==> config.mk <==
export PLATFORM = sky130hd
export DESIGN_NAME = virtio_mmio_register_transport_top_flat
export DESIGN_NICKNAME = d
export VERILOG_FILES = /design/src/rtl/vmrt_pkg.sv /design/src/rtl/vmrt_if.sv /design/src/rtl/vmrt_cfg.sv /design/src/rtl/vmrt_req_stage.sv /design/src/rtl/vmrt_core.sv /design/src/rtl/vmrt_rsp_stage.sv /design/src/rtl/virtio_mmio_register_transport_top.sv /design/src/flat_wrapper.sv
export SDC_FILE = /design/constraint.sdc
export NUM_CORES = 1
export LEC_CHECK = 0
export BUFFER_PORTS_ARGS = -buffer_cell sky130_fd_sc_hd__buf_2
export CAP_MARGIN = 20
export CORE_MARGIN = 4
export CORE_UTILIZATION = 40
export CTS_CLUSTER_DIAMETER = 200
export DETAILED_ROUTE_END_ITERATION = 10
export PLACE_DENSITY = 0.53
export SKIP_CTS_REPAIR_TIMING = 1
export SLEW_MARGIN = 10
export SYNTH_ARGS = -nofsm -noshare
export SYNTH_HDL_FRONTEND = slang
export SYNTH_SLANG_ARGS = --single-unit
==> constraint.sdc <==
create_clock -name clk -period 2.9 [get_ports clk]
set_clock_uncertainty 0.15 [all_clocks]
set_input_delay 0.435 -clock clk [delete_from_list [all_inputs] [get_ports clk]]
set_output_delay 0.435 -clock clk [all_outputs]
set_load 0.01 [all_outputs]
==> src/rtl/vmrt_pkg.sv <==
package vmrt_pkg;

	// register window
	localparam int unsigned WINDOW_BYTES = 512;
	localparam int unsigned OFF_W = 9;
	localparam logic [OFF_W-1:0] OFF_LAST = OFF_W'(WINDOW_BYTES - 4);

	localparam logic [31:0] MAGIC_VALUE = 32'h7472_6976;
	localparam logic [31:0] VERSION_MODERN = 32'd2;
	localparam logic [3:0] ACCESS_LEN = 4'd4;

	// functions of an access
	localparam logic [1:0] FN_READ = 2'd0;
	localparam logic [1:0] FN_WRITE = 2'd1;
	localparam logic [1:0] FN_DONE = 2'd2;

	// device status bits
	localparam int unsigned ST_ACK = 0;
	localparam int unsigned ST_DRIVER = 1;
	localparam int unsigned ST_DRV_LIVE = 2;
	localparam int unsigned ST_FEAT_AGREED = 3;
	localparam logic [3:0] ST_ALL = 4'hf;

	// register offsets
	localparam logic [OFF_W-1:0] R_MAGIC = 9'h000;
	localparam logic [OFF_W-1:0] R_VERSION = 9'h004;
	localparam logic [OFF_W-1:0] R_DEVICE_ID = 9'h008;
	localparam logic [OFF_W-1:0] R_VENDOR_ID = 9'h00c;
	localparam logic [OFF_W-1:0] R_DEV_FEAT = 9'h010;
	localparam logic [OFF_W-1:0] R_DEV_FEAT_SEL = 9'h014;
	localparam logic [OFF_W-1:0] R_DRV_FEAT = 9'h020;
	localparam logic [OFF_W-1:0] R_DRV_FEAT_SEL = 9'h024;
	localparam logic [OFF_W-1:0] R_QUEUE_SEL = 9'h030;
	localparam logic [OFF_W-1:0] R_QUEUE_MAX = 9'h034;
	localparam logic [OFF_W-1:0] R_QUEUE_SIZE = 9'h038;
	localparam logic [OFF_W-1:0] R_QUEUE_READY = 9'h044;
	localparam logic [OFF_W-1:0] R_QUEUE_NOTIFY = 9'h050;
	localparam logic [OFF_W-1:0] R_INT_STATUS = 9'h060;
	localparam logic [OFF_W-1:0] R_INT_ACK = 9'h064;
	localparam logic [OFF_W-1:0] R_STATUS = 9'h070;
	localparam logic [OFF_W-1:0] R_DESC_LO = 9'h080;
	localparam logic [OFF_W-1:0] R_DESC_HI = 9'h084;
	localparam logic [OFF_W-1:0] R_DRV_LO = 9'h090;
	localparam logic [OFF_W-1:0] R_DRV_HI = 9'h094;
	localparam logic [OFF_W-1:0] R_DEV_LO = 9'h0a0;
	localparam logic [OFF_W-1:0] R_DEV_HI = 9'h0a4;

	// error codes
	localparam logic [2:0] E_OK = 3'd0;
	localparam logic [2:0] E_ACCESS = 3'd1;
	localparam logic [2:0] E_DIR = 3'd2;
	localparam logic [2:0] E_UNIMPL = 3'd3;
	localparam logic [2:0] E_REJECT = 3'd4;

	// configuration register indexes
	localparam int unsigned CFG_IDX_W = 3;
	localparam int unsigned CFG_DATA_W = 64;
	localparam logic [CFG_IDX_W-1:0] CFG_DEVICE_ID = 3'd0;
	localparam logic [CFG_IDX_W-1:0] CFG_VENDOR_ID = 3'd1;
	localparam logic [CFG_IDX_W-1:0] CFG_QUEUE_SIZE = 3'd2;
	localparam logic [CFG_IDX_W-1:0] CFG_DESC_ADDR = 3'd3;
	localparam logic [CFG_IDX_W-1:0] CFG_AVAIL_ADDR = 3'd4;
	localparam logic [CFG_IDX_W-1:0] CFG_USED_ADDR = 3'd5;

	typedef struct packed {
		logic [1:0]       func;
		logic [OFF_W-1:0] offset;
		logic [3:0]       access_bytes;
		logic [31:0]      write_data;
	} req_t;

	typedef struct packed {
		logic [31:0] read_data;
		logic [2:0]  error_code;
		logic        notify_kick;
	} rsp_t;

	typedef struct packed {
		logic [31:0] device_id;
		logic [31:0] vendor_id;
		logic [15:0] queue_size_required;
		logic [63:0] desc_ring_addr;
		logic [63:0] avail_ring_addr;
		logic [63:0] used_ring_addr;
	} cfg_t;

endpackage

==> src/rtl/vmrt_if.sv <==
interface vmrt_req_if;
	logic        valid;
	logic        ready;
	logic [1:0]  func;
	logic [8:0]  offset;
	logic [3:0]  access_bytes;
	logic [31:0] write_data;

	modport source (output valid, func, offset, access_bytes, write_data, input ready);
	modport sink (input valid, func, offset, access_bytes, write_data, output ready);
endinterface

interface vmrt_rsp_if;
	logic        valid;
	logic        ready;
	logic [31:0] read_data;
	logic [2:0]  error_code;
	logic        notify_kick;

	modport source (output valid, read_data, error_code, notify_kick, input ready);
	modport sink (input valid, read_data, error_code, notify_kick, output ready);
endinterface

==> src/rtl/vmrt_cfg.sv <==
module vmrt_cfg (
	input  logic                              clk,
	input  logic                              arst_n,
	input  logic                              cfg_we,
	input  logic [vmrt_pkg::CFG_IDX_W-1:0]    cfg_index,
	input  logic [vmrt_pkg::CFG_DATA_W-1:0]   cfg_wdata,
	output vmrt_pkg::cfg_t                    cfg
);

	vmrt_pkg::cfg_t cfg_q;

	always_ff @(posedge clk or negedge arst_n) begin
		if (!arst_n) begin
			cfg_q.device_id <= 32'd4;
			cfg_q.vendor_id <= 32'd0;
			cfg_q.queue_size_required <= 16'd8;
			cfg_q.desc_ring_addr <= 64'h4000;
			cfg_q.avail_ring_addr <= 64'h5000;
			cfg_q.used_ring_addr <= 64'h6000;
		end else if (cfg_we) begin
			unique case (cfg_index)
				vmrt_pkg::CFG_DEVICE_ID:  cfg_q.device_id <= cfg_wdata[31:0];
				vmrt_pkg::CFG_VENDOR_ID:  cfg_q.vendor_id <= cfg_wdata[31:0];
				vmrt_pkg::CFG_QUEUE_SIZE: cfg_q.queue_size_required <= cfg_wdata[15:0];
				vmrt_pkg::CFG_DESC_ADDR:  cfg_q.desc_ring_addr <= cfg_wdata;
				vmrt_pkg::CFG_AVAIL_ADDR: cfg_q.avail_ring_addr <= cfg_wdata;
				vmrt_pkg::CFG_USED_ADDR:  cfg_q.used_ring_addr <= cfg_wdata;
				default: ;
			endcase
		end
	end

	assign cfg = cfg_q;

endmodule

==> src/rtl/vmrt_req_stage.sv <==
module vmrt_req_stage (
	input  logic            clk,
	input  logic            arst_n,
	input  logic            in_valid,
	output logic            in_ready,
	input  vmrt_pkg::req_t  in_data,
	input  logic            advance,
	output logic            valid_s1,
	output vmrt_pkg::req_t  req_s1
);

	logic vld_s1;

	assign in_ready = !vld_s1 || advance;

	always_ff @(posedge clk or negedge arst_n) begin
		if (!arst_n) begin
			vld_s1 <= 1'b0;
		end else if (in_ready) begin
			vld_s1 <= in_valid;
		end
	end

	always_ff @(posedge clk) begin
		if (in_ready && in_valid) begin
			req_s1 <= in_data;
		end
	end

	assign valid_s1 = vld_s1;

endmodule

==> src/rtl/vmrt_core.sv <==
module vmrt_core (
	input  logic            clk,
	input  logic            arst_n,
	input  logic            advance,
	input  vmrt_pkg::req_t  req,
	input  vmrt_pkg::cfg_t  cfg,
	output vmrt_pkg::rsp_t  rsp
);

	// narrowed device state: selectors and feature words kept as the flags they feed
	logic [3:0]  status_q, status_d;
	logic        dfs_one_q, dfs_one_d;       // device feature select == 1
	logic        dsel_ge2_q, dsel_ge2_d;     // driver feature select >= 2
	logic        dsel_b0_q, dsel_b0_d;
	logic        w0_zero_q, w0_zero_d;       // driver feature word 0 == 0
	logic        w1_one_q, w1_one_d;         // driver feature word 1 == 1
	logic        qsel_nz_q, qsel_nz_d;
	logic [15:0] qsize_q, qsize_d;
	logic        qready_q, qready_d;
	logic [63:0] desc_q, desc_d;
	logic [63:0] avail_q, avail_d;
	logic [63:0] used_q, used_d;
	logic        irq_q, irq_d;

	logic        layout_ok;
	logic        qlock;
	logic        bad_access;
	logic        fo_fail;
	logic [3:0]  st_acc;
	logic [31:0] v;
	logic [vmrt_pkg::OFF_W-1:0] off;
	logic        hi;

	assign v = req.write_data;
	assign off = req.offset;
	assign hi = off[2];
	assign layout_ok = (qsize_q == cfg.queue_size_required) &&
		(desc_q == cfg.desc_ring_addr) && (avail_q == cfg.avail_ring_addr) &&
		(used_q == cfg.used_ring_addr);
	assign qlock = qsel_nz_q || qready_q;
	assign bad_access = (req.access_bytes != vmrt_pkg::ACCESS_LEN) || (off[1:0] != 2'b00) ||
		(off > vmrt_pkg::OFF_LAST);
	assign fo_fail = !((v[vmrt_pkg::ST_ACK] && v[vmrt_pkg::ST_DRIVER]) && w0_zero_q && w1_one_q);

	always_comb begin
		status_d = status_q;
		dfs_one_d = dfs_one_q;
		dsel_ge2_d = dsel_ge2_q;
		dsel_b0_d = dsel_b0_q;
		w0_zero_d = w0_zero_q;
		w1_one_d = w1_one_q;
		qsel_nz_d = qsel_nz_q;
		qsize_d = qsize_q;
		qready_d = qready_q;
		desc_d = desc_q;
		avail_d = avail_q;
		used_d = used_q;
		irq_d = irq_q;
		st_acc = v[3:0];
		rsp = '0;
		rsp.error_code = vmrt_pkg::E_OK;

		if (req.func == vmrt_pkg::FN_DONE) begin
			irq_d = 1'b1;
		end else if (req.func != vmrt_pkg::FN_READ && req.func != vmrt_pkg::FN_WRITE) begin
			rsp.error_code = vmrt_pkg::E_DIR;
		end else if (bad_access) begin
			rsp.error_code = vmrt_pkg::E_ACCESS;
		end else if (req.func == vmrt_pkg::FN_READ) begin
			unique case (off) inside
				vmrt_pkg::R_MAGIC:       rsp.read_data = vmrt_pkg::MAGIC_VALUE;
				vmrt_pkg::R_VERSION:     rsp.read_data = vmrt_pkg::VERSION_MODERN;
				vmrt_pkg::R_DEVICE_ID:   rsp.read_data = cfg.device_id;
				vmrt_pkg::R_VENDOR_ID:   rsp.read_data = cfg.vendor_id;
				vmrt_pkg::R_DEV_FEAT:    rsp.read_data = {31'd0, dfs_one_q};
				vmrt_pkg::R_STATUS:      rsp.read_data = {28'd0, status_q};
				vmrt_pkg::R_QUEUE_MAX:
					rsp.read_data = qsel_nz_q ? 32'd0 : {16'd0, cfg.queue_size_required};
				vmrt_pkg::R_QUEUE_READY: rsp.read_data = {31'd0, !qsel_nz_q && qready_q};
				vmrt_pkg::R_INT_STATUS:  rsp.read_data = {31'd0, irq_q};
				vmrt_pkg::R_DEV_FEAT_SEL, vmrt_pkg::R_DRV_FEAT, vmrt_pkg::R_DRV_FEAT_SEL,
				vmrt_pkg::R_QUEUE_SEL, vmrt_pkg::R_QUEUE_SIZE, vmrt_pkg::R_QUEUE_NOTIFY,
				vmrt_pkg::R_INT_ACK, vmrt_pkg::R_DESC_LO, vmrt_pkg::R_DESC_HI,
				vmrt_pkg::R_DRV_LO, vmrt_pkg::R_DRV_HI, vmrt_pkg::R_DEV_LO,
				vmrt_pkg::R_DEV_HI:
					rsp.error_code = vmrt_pkg::E_DIR;
				default: rsp.error_code = vmrt_pkg::E_UNIMPL;
			endcase
		end else begin
			unique case (off) inside
				vmrt_pkg::R_DEV_FEAT_SEL: dfs_one_d = (v == 32'd1);
				vmrt_pkg::R_DRV_FEAT_SEL: begin
					if (status_q[vmrt_pkg::ST_FEAT_AGREED]) begin
						rsp.error_code = vmrt_pkg::E_REJECT;
					end else begin
						dsel_ge2_d = (v[31:1] != 31'd0);
						dsel_b0_d = v[0];
					end
				end
				vmrt_pkg::R_DRV_FEAT: begin
					if (status_q[vmrt_pkg::ST_FEAT_AGREED] || dsel_ge2_q) begin
						rsp.error_code = vmrt_pkg::E_REJECT;
					end else if (dsel_b0_q) begin
						w1_one_d = (v == 32'd1);
					end else begin
						w0_zero_d = (v == 32'd0);
					end
				end
				vmrt_pkg::R_QUEUE_SEL: qsel_nz_d = (v != 32'd0);
				vmrt_pkg::R_QUEUE_SIZE: begin
					if (qlock || v != {16'd0, cfg.queue_size_required}) begin
						rsp.error_code = vmrt_pkg::E_REJECT;
					end else begin
						qsize_d = v[15:0];
					end
				end
				vmrt_pkg::R_DESC_LO, vmrt_pkg::R_DESC_HI: begin
					if (qlock) rsp.error_code = vmrt_pkg::E_REJECT;
					else if (hi) desc_d[63:32] = v;
					else desc_d[31:0] = v;
				end
				vmrt_pkg::R_DRV_LO, vmrt_pkg::R_DRV_HI: begin
					if (qlock) rsp.error_code = vmrt_pkg::E_REJECT;
					else if (hi) avail_d[63:32] = v;
					else avail_d[31:0] = v;
				end
				vmrt_pkg::R_DEV_LO, vmrt_pkg::R_DEV_HI: begin
					if (qlock) rsp.error_code = vmrt_pkg::E_REJECT;
					else if (hi) used_d[63:32] = v;
					else used_d[31:0] = v;
				end
				vmrt_pkg::R_QUEUE_READY: begin
					if (qsel_nz_q || v[31:1] != 31'd0) begin
						rsp.error_code = vmrt_pkg::E_REJECT;
					end else if (!v[0]) begin
						qready_d = 1'b0;
					end else if (!layout_ok) begin
						rsp.error_code = vmrt_pkg::E_REJECT;
					end else begin
						qready_d = 1'b1;
					end
				end
				vmrt_pkg::R_QUEUE_NOTIFY: begin
					if (v != 32'd0 || status_q != vmrt_pkg::ST_ALL || !qready_q) begin
						rsp.error_code = vmrt_pkg::E_REJECT;
					end else begin
						rsp.notify_kick = 1'b1;
					end
				end
				vmrt_pkg::R_INT_ACK: begin
					if (v[31:1] != 31'd0) rsp.error_code = vmrt_pkg::E_REJECT;
					else irq_d = irq_q && !v[0];
				end
				vmrt_pkg::R_STATUS: begin
					if (v == 32'd0) begin
						// device reset: all transport state back to its reset value
						status_d = '0;
						dfs_one_d = 1'b0;
						dsel_ge2_d = 1'b0;
						dsel_b0_d = 1'b0;
						w0_zero_d = 1'b1;
						w1_one_d = 1'b0;
						qsel_nz_d = 1'b0;
						qsize_d = '0;
						qready_d = 1'b0;
						desc_d = '0;
						avail_d = '0;
						used_d = '0;
						irq_d = 1'b0;
					end else if (v[31:4] != 28'd0 || (v[3:0] & status_q) != status_q) begin
						rsp.error_code = vmrt_pkg::E_REJECT;
					end else begin
						if (v[vmrt_pkg::ST_FEAT_AGREED] && !status_q[vmrt_pkg::ST_FEAT_AGREED] &&
							fo_fail) begin
							st_acc[vmrt_pkg::ST_FEAT_AGREED] = 1'b0;
						end
						if (v[vmrt_pkg::ST_DRV_LIVE] && !status_q[vmrt_pkg::ST_DRV_LIVE] &&
							(!status_q[vmrt_pkg::ST_FEAT_AGREED] || !qready_q || !layout_ok)) begin
							rsp.error_code = vmrt_pkg::E_REJECT;
						end else begin
							status_d = st_acc;
						end
					end
				end
				vmrt_pkg::R_MAGIC, vmrt_pkg::R_VERSION, vmrt_pkg::R_DEVICE_ID,
				vmrt_pkg::R_VENDOR_ID, vmrt_pkg::R_DEV_FEAT, vmrt_pkg::R_QUEUE_MAX,
				vmrt_pkg::R_INT_STATUS:
					rsp.error_code = vmrt_pkg::E_DIR;
				default: rsp.error_code = vmrt_pkg::E_UNIMPL;
			endcase
		end
	end

	always_ff @(posedge clk or negedge arst_n) begin
		if (!arst_n) begin
			status_q <= '0;
			dfs_one_q <= 1'b0;
			dsel_ge2_q <= 1'b0;
			dsel_b0_q <= 1'b0;
			w0_zero_q <= 1'b1;
			w1_one_q <= 1'b0;
			qsel_nz_q <= 1'b0;
			qsize_q <= '0;
			qready_q <= 1'b0;
			desc_q <= '0;
			avail_q <= '0;
			used_q <= '0;
			irq_q <= 1'b0;
		end else if (advance) begin
			status_q <= status_d;
			dfs_one_q <= dfs_one_d;
			dsel_ge2_q <= dsel_ge2_d;
			dsel_b0_q <= dsel_b0_d;
			w0_zero_q <= w0_zero_d;
			w1_one_q <= w1_one_d;
			qsel_nz_q <= qsel_nz_d;
			qsize_q <= qsize_d;
			qready_q <= qready_d;
			desc_q <= desc_d;
			avail_q <= avail_d;
			used_q <= used_d;
			irq_q <= irq_d;
		end
	end

endmodule

==> src/rtl/vmrt_rsp_stage.sv <==
module vmrt_rsp_stage (
	input  logic            clk,
	input  logic            arst_n,
	input  logic            load,
	input  vmrt_pkg::rsp_t  rsp_in,
	output logic            can_load,
	output logic            out_valid,
	input  logic            out_ready,
	output vmrt_pkg::rsp_t  rsp_s2
);

	logic vld_s2;

	assign can_load = !vld_s2 || out_ready;

	always_ff @(posedge clk or negedge arst_n) begin
		if (!arst_n) begin
			vld_s2 <= 1'b0;
		end else if (can_load) begin
			vld_s2 <= load;
		end
	end

	always_ff @(posedge clk) begin
		if (load) begin
			rsp_s2 <= rsp_in;
		end
	end

	assign out_valid = vld_s2;

endmodule

==> src/rtl/virtio_mmio_register_transport_top.sv <==
// channel | dir | handshake   | payload
// req     | in  | valid/ready | func, offset, access_bytes, write_data
// rsp     | out | valid/ready | read_data, error_code, notify_kick
// cfg     | in  | cfg_we      | cfg_index, cfg_wdata (no read-back)
//
// One access per cycle sustained while rsp is not stalled.
// Access register -> decode/state update -> result register; the state update
// happens on the cycle the access moves into the result register.
// arst_n clears both stage valids and the transport state; config takes its defaults.
// A stalled rsp holds the result; req keeps flowing until the access register fills.
module virtio_mmio_register_transport_top (
	input  logic                            clk,
	input  logic                            arst_n,
	vmrt_req_if.sink                        req,
	vmrt_rsp_if.source                      rsp,
	input  logic                            cfg_we,
	input  logic [vmrt_pkg::CFG_IDX_W-1:0]  cfg_index,
	input  logic [vmrt_pkg::CFG_DATA_W-1:0] cfg_wdata
);

	vmrt_pkg::cfg_t cfg;
	vmrt_pkg::req_t req_in;
	vmrt_pkg::req_t req_s1;
	vmrt_pkg::rsp_t rsp_core;
	vmrt_pkg::rsp_t rsp_s2;
	logic           valid_s1;
	logic           can_load;
	logic           advance;

	// access moves into the result register when that register is free or draining
	assign advance = valid_s1 && can_load;

	assign req_in.func = req.func;
	assign req_in.offset = req.offset;
	assign req_in.access_bytes = req.access_bytes;
	assign req_in.write_data = req.write_data;

	vmrt_cfg u_cfg (
		.clk       (clk),
		.arst_n    (arst_n),
		.cfg_we    (cfg_we),
		.cfg_index (cfg_index),
		.cfg_wdata (cfg_wdata),
		.cfg       (cfg)
	);

	vmrt_req_stage u_req (
		.clk      (clk),
		.arst_n   (arst_n),
		.in_valid (req.valid),
		.in_ready (req.ready),
		.in_data  (req_in),
		.advance  (advance),
		.valid_s1 (valid_s1),
		.req_s1   (req_s1)
	);

	// register decode, status rules and queue state
	vmrt_core u_core (
		.clk     (clk),
		.arst_n  (arst_n),
		.advance (advance),
		.req     (req_s1),
		.cfg     (cfg),
		.rsp     (rsp_core)
	);

	vmrt_rsp_stage u_rsp (
		.clk       (clk),
		.arst_n    (arst_n),
		.load      (advance),
		.rsp_in    (rsp_core),
		.can_load  (can_load),
		.out_valid (rsp.valid),
		.out_ready (rsp.ready),
		.rsp_s2    (rsp_s2)
	);

	assign rsp.read_data = rsp_s2.read_data;
	assign rsp.error_code = rsp_s2.error_code;
	assign rsp.notify_kick = rsp_s2.notify_kick;

`ifndef SYNTHESIS
	// a kick is only raised by an accepted notify
	a_kick_ok: assert property (@(posedge clk) disable iff (!arst_n)
		(rsp.valid && rsp.notify_kick) |-> (rsp.error_code == vmrt_pkg::E_OK))
		else $error("kick with error code");

	// failed accesses return zero data
	a_data_ok: assert property (@(posedge clk) disable iff (!arst_n)
		(rsp.valid && rsp.read_data != 32'd0) |-> (rsp.error_code == vmrt_pkg::E_OK))
		else $error("read data on failed access");

	// a held access stays in the access register
	a_s1_hold: assert property (@(posedge clk) disable iff (!arst_n)
		(valid_s1 && !advance) |=> (valid_s1 && $stable(req_s1)))
		else $error("access register lost a held access");

	// a new result is loaded only after the previous one has gone out
	a_s2_load: assert property (@(posedge clk) disable iff (!arst_n)
		advance |-> (!rsp.valid || rsp.ready))
		else $error("result register overwritten");
`endif

endmodule

==> src/flat_wrapper.sv <==
// flat-port wrapper written by rule: the top's interface ports become plain ports
module virtio_mmio_register_transport_top_flat 
  (clk, arst_n, cfg_we, cfg_index, cfg_wdata, req_valid, req_func, req_offset, req_access_bytes, req_write_data, req_ready, rsp_valid, rsp_read_data, rsp_error_code, rsp_notify_kick, rsp_ready);
  vmrt_req_if req_i ();
  vmrt_rsp_if rsp_i ();
  input  logic clk;
  input  logic arst_n;
  input  logic cfg_we;
  input  logic [vmrt_pkg::CFG_IDX_W-1:0] cfg_index;
  input  logic [vmrt_pkg::CFG_DATA_W-1:0] cfg_wdata;
  input wire logic [$bits(req_i.valid)-1:0] req_valid;
  input wire logic [$bits(req_i.func)-1:0] req_func;
  input wire logic [$bits(req_i.offset)-1:0] req_offset;
  input wire logic [$bits(req_i.access_bytes)-1:0] req_access_bytes;
  input wire logic [$bits(req_i.write_data)-1:0] req_write_data;
  output wire logic [$bits(req_i.ready)-1:0] req_ready;
  output wire logic [$bits(rsp_i.valid)-1:0] rsp_valid;
  output wire logic [$bits(rsp_i.read_data)-1:0] rsp_read_data;
  output wire logic [$bits(rsp_i.error_code)-1:0] rsp_error_code;
  output wire logic [$bits(rsp_i.notify_kick)-1:0] rsp_notify_kick;
  input wire logic [$bits(rsp_i.ready)-1:0] rsp_ready;
  assign req_i.valid = req_valid;
  assign req_i.func = req_func;
  assign req_i.offset = req_offset;
  assign req_i.access_bytes = req_access_bytes;
  assign req_i.write_data = req_write_data;
  assign req_ready = req_i.ready;
  assign rsp_valid = rsp_i.valid;
  assign rsp_read_data = rsp_i.read_data;
  assign rsp_error_code = rsp_i.error_code;
  assign rsp_notify_kick = rsp_i.notify_kick;
  assign rsp_i.ready = rsp_ready;
  virtio_mmio_register_transport_top u_core (.clk(clk), .arst_n(arst_n), .req(req_i), .rsp(rsp_i), .cfg_we(cfg_we), .cfg_index(cfg_index), .cfg_wdata(cfg_wdata));
endmodule
Yosys cells after proc, flatten, opt, wreduce, memory -nomap -nowiden:

Index checks and enable logic that the tools add are counted.

* memories: 0
* latch bits: 0
* logic and storage cells: 248
* input bits: 119
* bits in read-only memories: 0
* memory bits (writable): 0
* output and inout bits: 38
* register bits: 577

* div/mod/pow operators: 0
* bitwise logic cells: 6
* shift operators: 0
* multiply operators: 0
* equality and inequality tests: 61
* order comparisons: 1
* multiplexer cells: 58
* add/subtract/negate cells: 0
* reductions and logical operators: 89

Operators with widths (count)
* one-hot mux 64 bit (2 select lines): 3
* one-hot mux 32 bit (9 select lines): 1
* equality test 64 bit: 3
* two-way mux 64 bit: 2
* AND reduction 9 bit: 9
* two-way mux 32 bit: 2
* equality test 9 x 8 -> 1 bit (second input constant): 6
* two-way mux 16 bit: 3
* equality test 9 x 6 -> 1 bit (second input constant): 5
* equality test 9 x 7 -> 1 bit (second input constant): 5
* two-way mux 3 bit: 13
* equality test 32 x 1 -> 1 bit (second input constant): 1
* zero test 32 bit: 1
* inequality test 2 bit (second input constant): 16
* inequality test 32 x 16 -> 1 bit: 1
* one-hot mux 16 bit (2 select lines): 1
* nonzero test 32 bit: 1
* nonzero test 31 bit: 1
* one-hot mux 3 bit (10 select lines): 1
* nonzero test 28 bit: 1
* AND reduction 8 bit: 3
* nonzero test 2 bit: 11
* AND reduction 7 bit: 3
* equality test 9 x 4 -> 1 bit (second input constant): 2
* 37 further kinds: 120

Logic depth before layout (Yosys ltp):

* word-level depth: 14
* gate-level depth with buffers: 11
* gate-level depth less buffers: 7

Modules after synthesis:

Synthesis repeated with hierarchy kept, for this count alone.

* cells, all modules: 1946
* area total of the unflattened synthesis: 24782.5 µm²

Modules (own cells, without submodules)
* vmrt_core: cells each 1275, instances 1, sequential area each 5506.5 µm², area an instance 11971.5 µm²
* vmrt_cfg: cells each 580, instances 1, sequential area each 6815.3 µm², area an instance 10211.0 µm²
* vmrt_req_stage: cells each 51, instances 1, sequential area each 1436.4 µm², area an instance 1465.2 µm²
* vmrt_rsp_stage: cells each 39, instances 1, sequential area each 1106.1 µm², area an instance 1128.6 µm²
* virtio_mmio_register_transport_top: cells each 1, instances 1, sequential area each 0.0 µm², area an instance 6.3 µm²

Least setup slack after synthesis:

OpenSTA, ideal clock, no wires.

* path kind: reg2reg
* start: register u_core.u_req.req_s1[39] (netlist name)
* end: register u_core.u_core.status_q[0]
* data required time: 2.625 ns
* path slack: 0.414 ns
* library setup time: 0.125 ns
* path buffers: 2
* stages on the path, launching flop included: 9
* period minus slack after synthesis: 2.486 ns
* arrival: 2.212 ns
* cells stage by stage: edfxtp_1 > buf_6 > nor4_4 > and3_1 > buf_4 > nand3_4 > nor4_1 > a21boi_2 > mux2_2

* cells in the longest elaborated chain, start to end: 4
* elaborated cells between the ends (all ways): 5
* those cells by class: 1 x order compare; 1 x eq/ne; 1 x bitwise; 2 x reduce/logical

Ends and longest elaborated chain
* greater-than comparator 9 bit: RTL line vmrt_core.sv:42 `(off > vmrt_pkg::OFF_LAST);`
* logical OR 1 bit: RTL line vmrt_core.sv:41 `assign bad_access = (req.access_bytes != vmrt_pkg::ACCESS_LEN) || (off[1:0] != 2'b00) ||`
* NOT 1 bit (no source line)
* AND reduction 8 bit (no source line) (*)
* to (signal assigned): RTL line vmrt_core.sv:210 `status_q <= status_d;`
* to (decl): RTL line vmrt_core.sv:11 `logic [3:0] status_q, status_d;`

Every way passes the cells marked *; elsewhere a longest branch is shown, timed or not.
A chain may end at the register's enable or synchronous reset.

Worst setup path after layout:

* start: register u_core.u_cfg.cfg_q (netlist bit u_core.u_cfg.cfg[73])
* end: register u_core.u_core.status_q[1]

* cells in the longest elaborated chain, start to end: 8

Ends and longest elaborated chain
* from (decl): RTL line vmrt_cfg.sv:10 `vmrt_pkg::cfg_t cfg_q;`
* equality test 64 bit: RTL line vmrt_core.sv:38 `(desc_q == cfg.desc_ring_addr) && (avail_q == cfg.avail_ring_addr) &&`
* logical AND 1 bit (2 in a row): RTL line vmrt_core.sv:38
* zero test 1 bit: RTL line vmrt_core.sv:178 `(!status_q[vmrt_pkg::ST_FEAT_AGREED] || !qready_q || !layout_ok)) begin`
* logical OR 1 bit: RTL line vmrt_core.sv:178
* logical AND 1 bit: RTL line vmrt_core.sv:177 `if (v[vmrt_pkg::ST_DRV_LIVE] && !status_q[vmrt_pkg::ST_DRV_LIVE] &&`
* inequality test 2 bit (no source line)
* AND reduction 8 bit (no source line)

Every way passes these cells.

==> metrics.txt <==
post-synthesis register bit count 577; post-synth net total 2086; Setup CP Type flop to flop; # H-tree levels 2; largest net degree at the start of global routing 93; largest area contributor in the synthesized netlist dfrtp_1; crit-path max FO 3; antenna violations before repair 9; Worst Path Arrival 3.27 ns; Synth top area share 49.5%; Final Hold Viols 0; fill cell count 5466; Mapped Cells 1967; buffers added on ports 156; drt first pass iters 5; worst-margin pin slew 0.720 ns; largest cells by area after synthesis dfrtp_1 50%, mux2_2 13%, edfxtp_1 10%; Hold Crit Class primary input to flop; first-pass GRT wire length 109000 um; Max-Cap Viols 0; pwr dens 682 nW/um^2; placed cell count 2907; Final HPWL DP 52200 um; most frequent cell after synthesis dfrtp_1; crit start category flop; Critical Path End Type flop; max_slew headroom 51.8%; VDD IR max 446 uV; Post-synth top cells 486 x dfrtp_1, 275 x mux2_2, 251 x nand2_1; vias in the first global route 16400; DR iter-0 viols 946; Post-Syn Area 24600 um^2; Post-route DRC 0; global route overflow 0; Yosys cell types 64; minimum clock period 2.91 ns; Ys Warns 0; CTS tree yes; leading register cell type out of synthesis dfrtp_1; Clock Tree Root clkbuf_16; CTS Buf Count 60; FP Rows 90; Area Growth Syn to Fin 21.7%; area of the multi-input gates 9280 um^2; total number of vias 16200; failing checks setup timing; xor-xnor portion of the synthesized cell area 7.99%; Leak 13.2 nW; fin worst setup slack -0.0125 ns; Vert. Die Dim 256 um; width of the die 256 um; fin crit share 100%; Post-synth ARST share 85.6%; final setup fails 1; main combinational cell family by area after synthesis multiplexers; Data required, critical path 3.26 ns; outcome complete, but fails checks; clk_lat worst skew 0.62 ns; nets@finish 2386; multiplexer share of the synthesized area 13.9%; number of enable flip-flop cells after synthesis 83; die area 65400 um^2; f_max 343 MHz; initial cell density of the core 40.5%; core region area 60600 um^2; Routed Antenna Nets 0; share of layout cells above drive strength 1 29.1%; Top Ports 157; WL final 73700 um; final slew viol count 0; Clock Sinks 577; gr usage total 22.0%; register area share after synthesis 60.5%; hold slack 0.00410 ns; Synth Area in Compound Gates 6.90%; Post-Synth Simple-Gate Area 8.39%; register area 14900 um^2; CTS clock-pin slew for the worst setup and hold paths 0.06 ns; CTS Buffer Depth 3; Non-Filler Instances 3099; Post-Synth Adder-Cell Area 0%; Placer Congestion 0.861; syn_area_per_cell 12.5 um^2; drt wl/cell 23.8 um; vias per cell 5.23
==> cell families after synthesis <==
group | after synthesis
flip-flops | 577
AND/OR/NAND/NOR | 433
multiplexers | 307
AO/OA/AOI/OAI | 291
XOR/XNOR | 224
buffers and inverters | 135
==> placed cells by master (no fill, tap or decap), drive strengths merged, types with 8 or more instances in the layout <==
master,instances
dfrtp,486
mux2,275
buf,253
nand2,252
xor2,220
o21ai,190
clkbuf,84
edfxtp,83
dlygate4sd3,80
nor4,73
inv,41
a22oi,33
mux2i,32
nor2,27
a21oi,27
nand4,16
nand3,16
clkinv,16
nor3,11
a31oi,10
nand2b,9
dfstp,8
==> through the flow <==
step                setup TNS (ns)  total power [mW]  area (um^2)  util, %  setup WS [ns]
global placement             -1.39              12.4        27000     44.6         -0.357
CTS                          -1.47              20.5        29000     47.9         -0.369
floorplan                        0              11.2        24600        -          0.414
finish                     -0.0125              20.4        29900     49.3        -0.0125
detailed placement           -1.34              12.5        27000     44.6         -0.348
global route              -0.00444              21.2        29900     49.3       -0.00381
==> report_power, final <==
group / internal (mW) / switching (mW) / total (mW)
combinational: 1.28 / 1.37 / 2.65
sequential: 9.16 / 0.611 / 9.78
clock: 4.74 / 3.23 / 7.97
==> area by class of cell <==
class | count | share of cell area [%]
Antenna cell | 2 | 0.0167
Tap cell | 782 | 3.27
Multi-Input combinational cell | 1255 | 31.0
Inverter | 40 | 0.502
Clock buffer | 84 | 5.76
Clock inverter | 26 | 1.04
Timing Repair Buffer | 333 | 8.64
Sequential cell | 577 | 49.7
==> state kept, by name (all words and copies together), names as in the netlist <==
name	flops
u_core.u_core.w1_one_q	1
u_core.u_cfg.cfg	272
u_core.u_core.dsel_ge2_q	1
u_core.u_req.req_s1	47
u_core.u_core.desc_q	64
u_core.u_core.qsize_q	16
u_core.u_rsp.out_valid	1
u_core.u_core.dsel_b0_q	1
u_core.u_core.avail_q	64
u_core.u_core.qsel_nz_q	1
u_core.u_core.status_q	4
u_core.u_core.qready_q	1
u_core.u_rsp.rsp_s2	36
u_core.u_core.w0_zero_q	1
u_core.u_req.valid_s1	1
u_core.u_core.irq_q	1
u_core.u_core.dfs_one_q	1
u_core.u_core.used_q	64
==> worst paths after layout <==
kind,cells after the start,endpoint,slack [ns],from
worst max-delay path,9,u_core.u_core.status_q[1],-0.01,u_core.u_cfg.cfg[73]
worst min-delay path,2,u_core.u_cfg.cfg[85],0.004,cfg_wdata[21]
worst max register to register,9,u_core.u_core.status_q[1],-0.01,u_core.u_cfg.cfg[73]
worst min register to register,2,u_core.u_core.desc_q[48],0.35,u_core.u_core.desc_q[48]
max in group asynchronous,3,u_core.u_core.desc_q[55],1.49,arst_n
min in group asynchronous,2,u_core.u_core.avail_q[63],0.21,arst_n
==> layer usage <==
metal / track usage [%] / vias up / wire [um]
met5: 0 / - / 20
met2: 36.7 / 293 / 36000
met1: 29.9 / 8313 / 32500
li1: - / 7505 / -
met3: 3.62 / 104 / 3000
met4: 6.64 / 2 / 2140
==> critical path, cell delays in order, from the launching register on <==
cell and delay [ns]:
dfrtp_1 0.39, xor2_1 0.24, nor4_4 0.40, nand4_1 0.26
nor4_2 0.36, buf_4 0.17, nand4_1 0.10, buf_4 0.17
a21boi_2 0.19, mux2_2 0.36
Note: power is estimated with default switching activity, not from simulation.
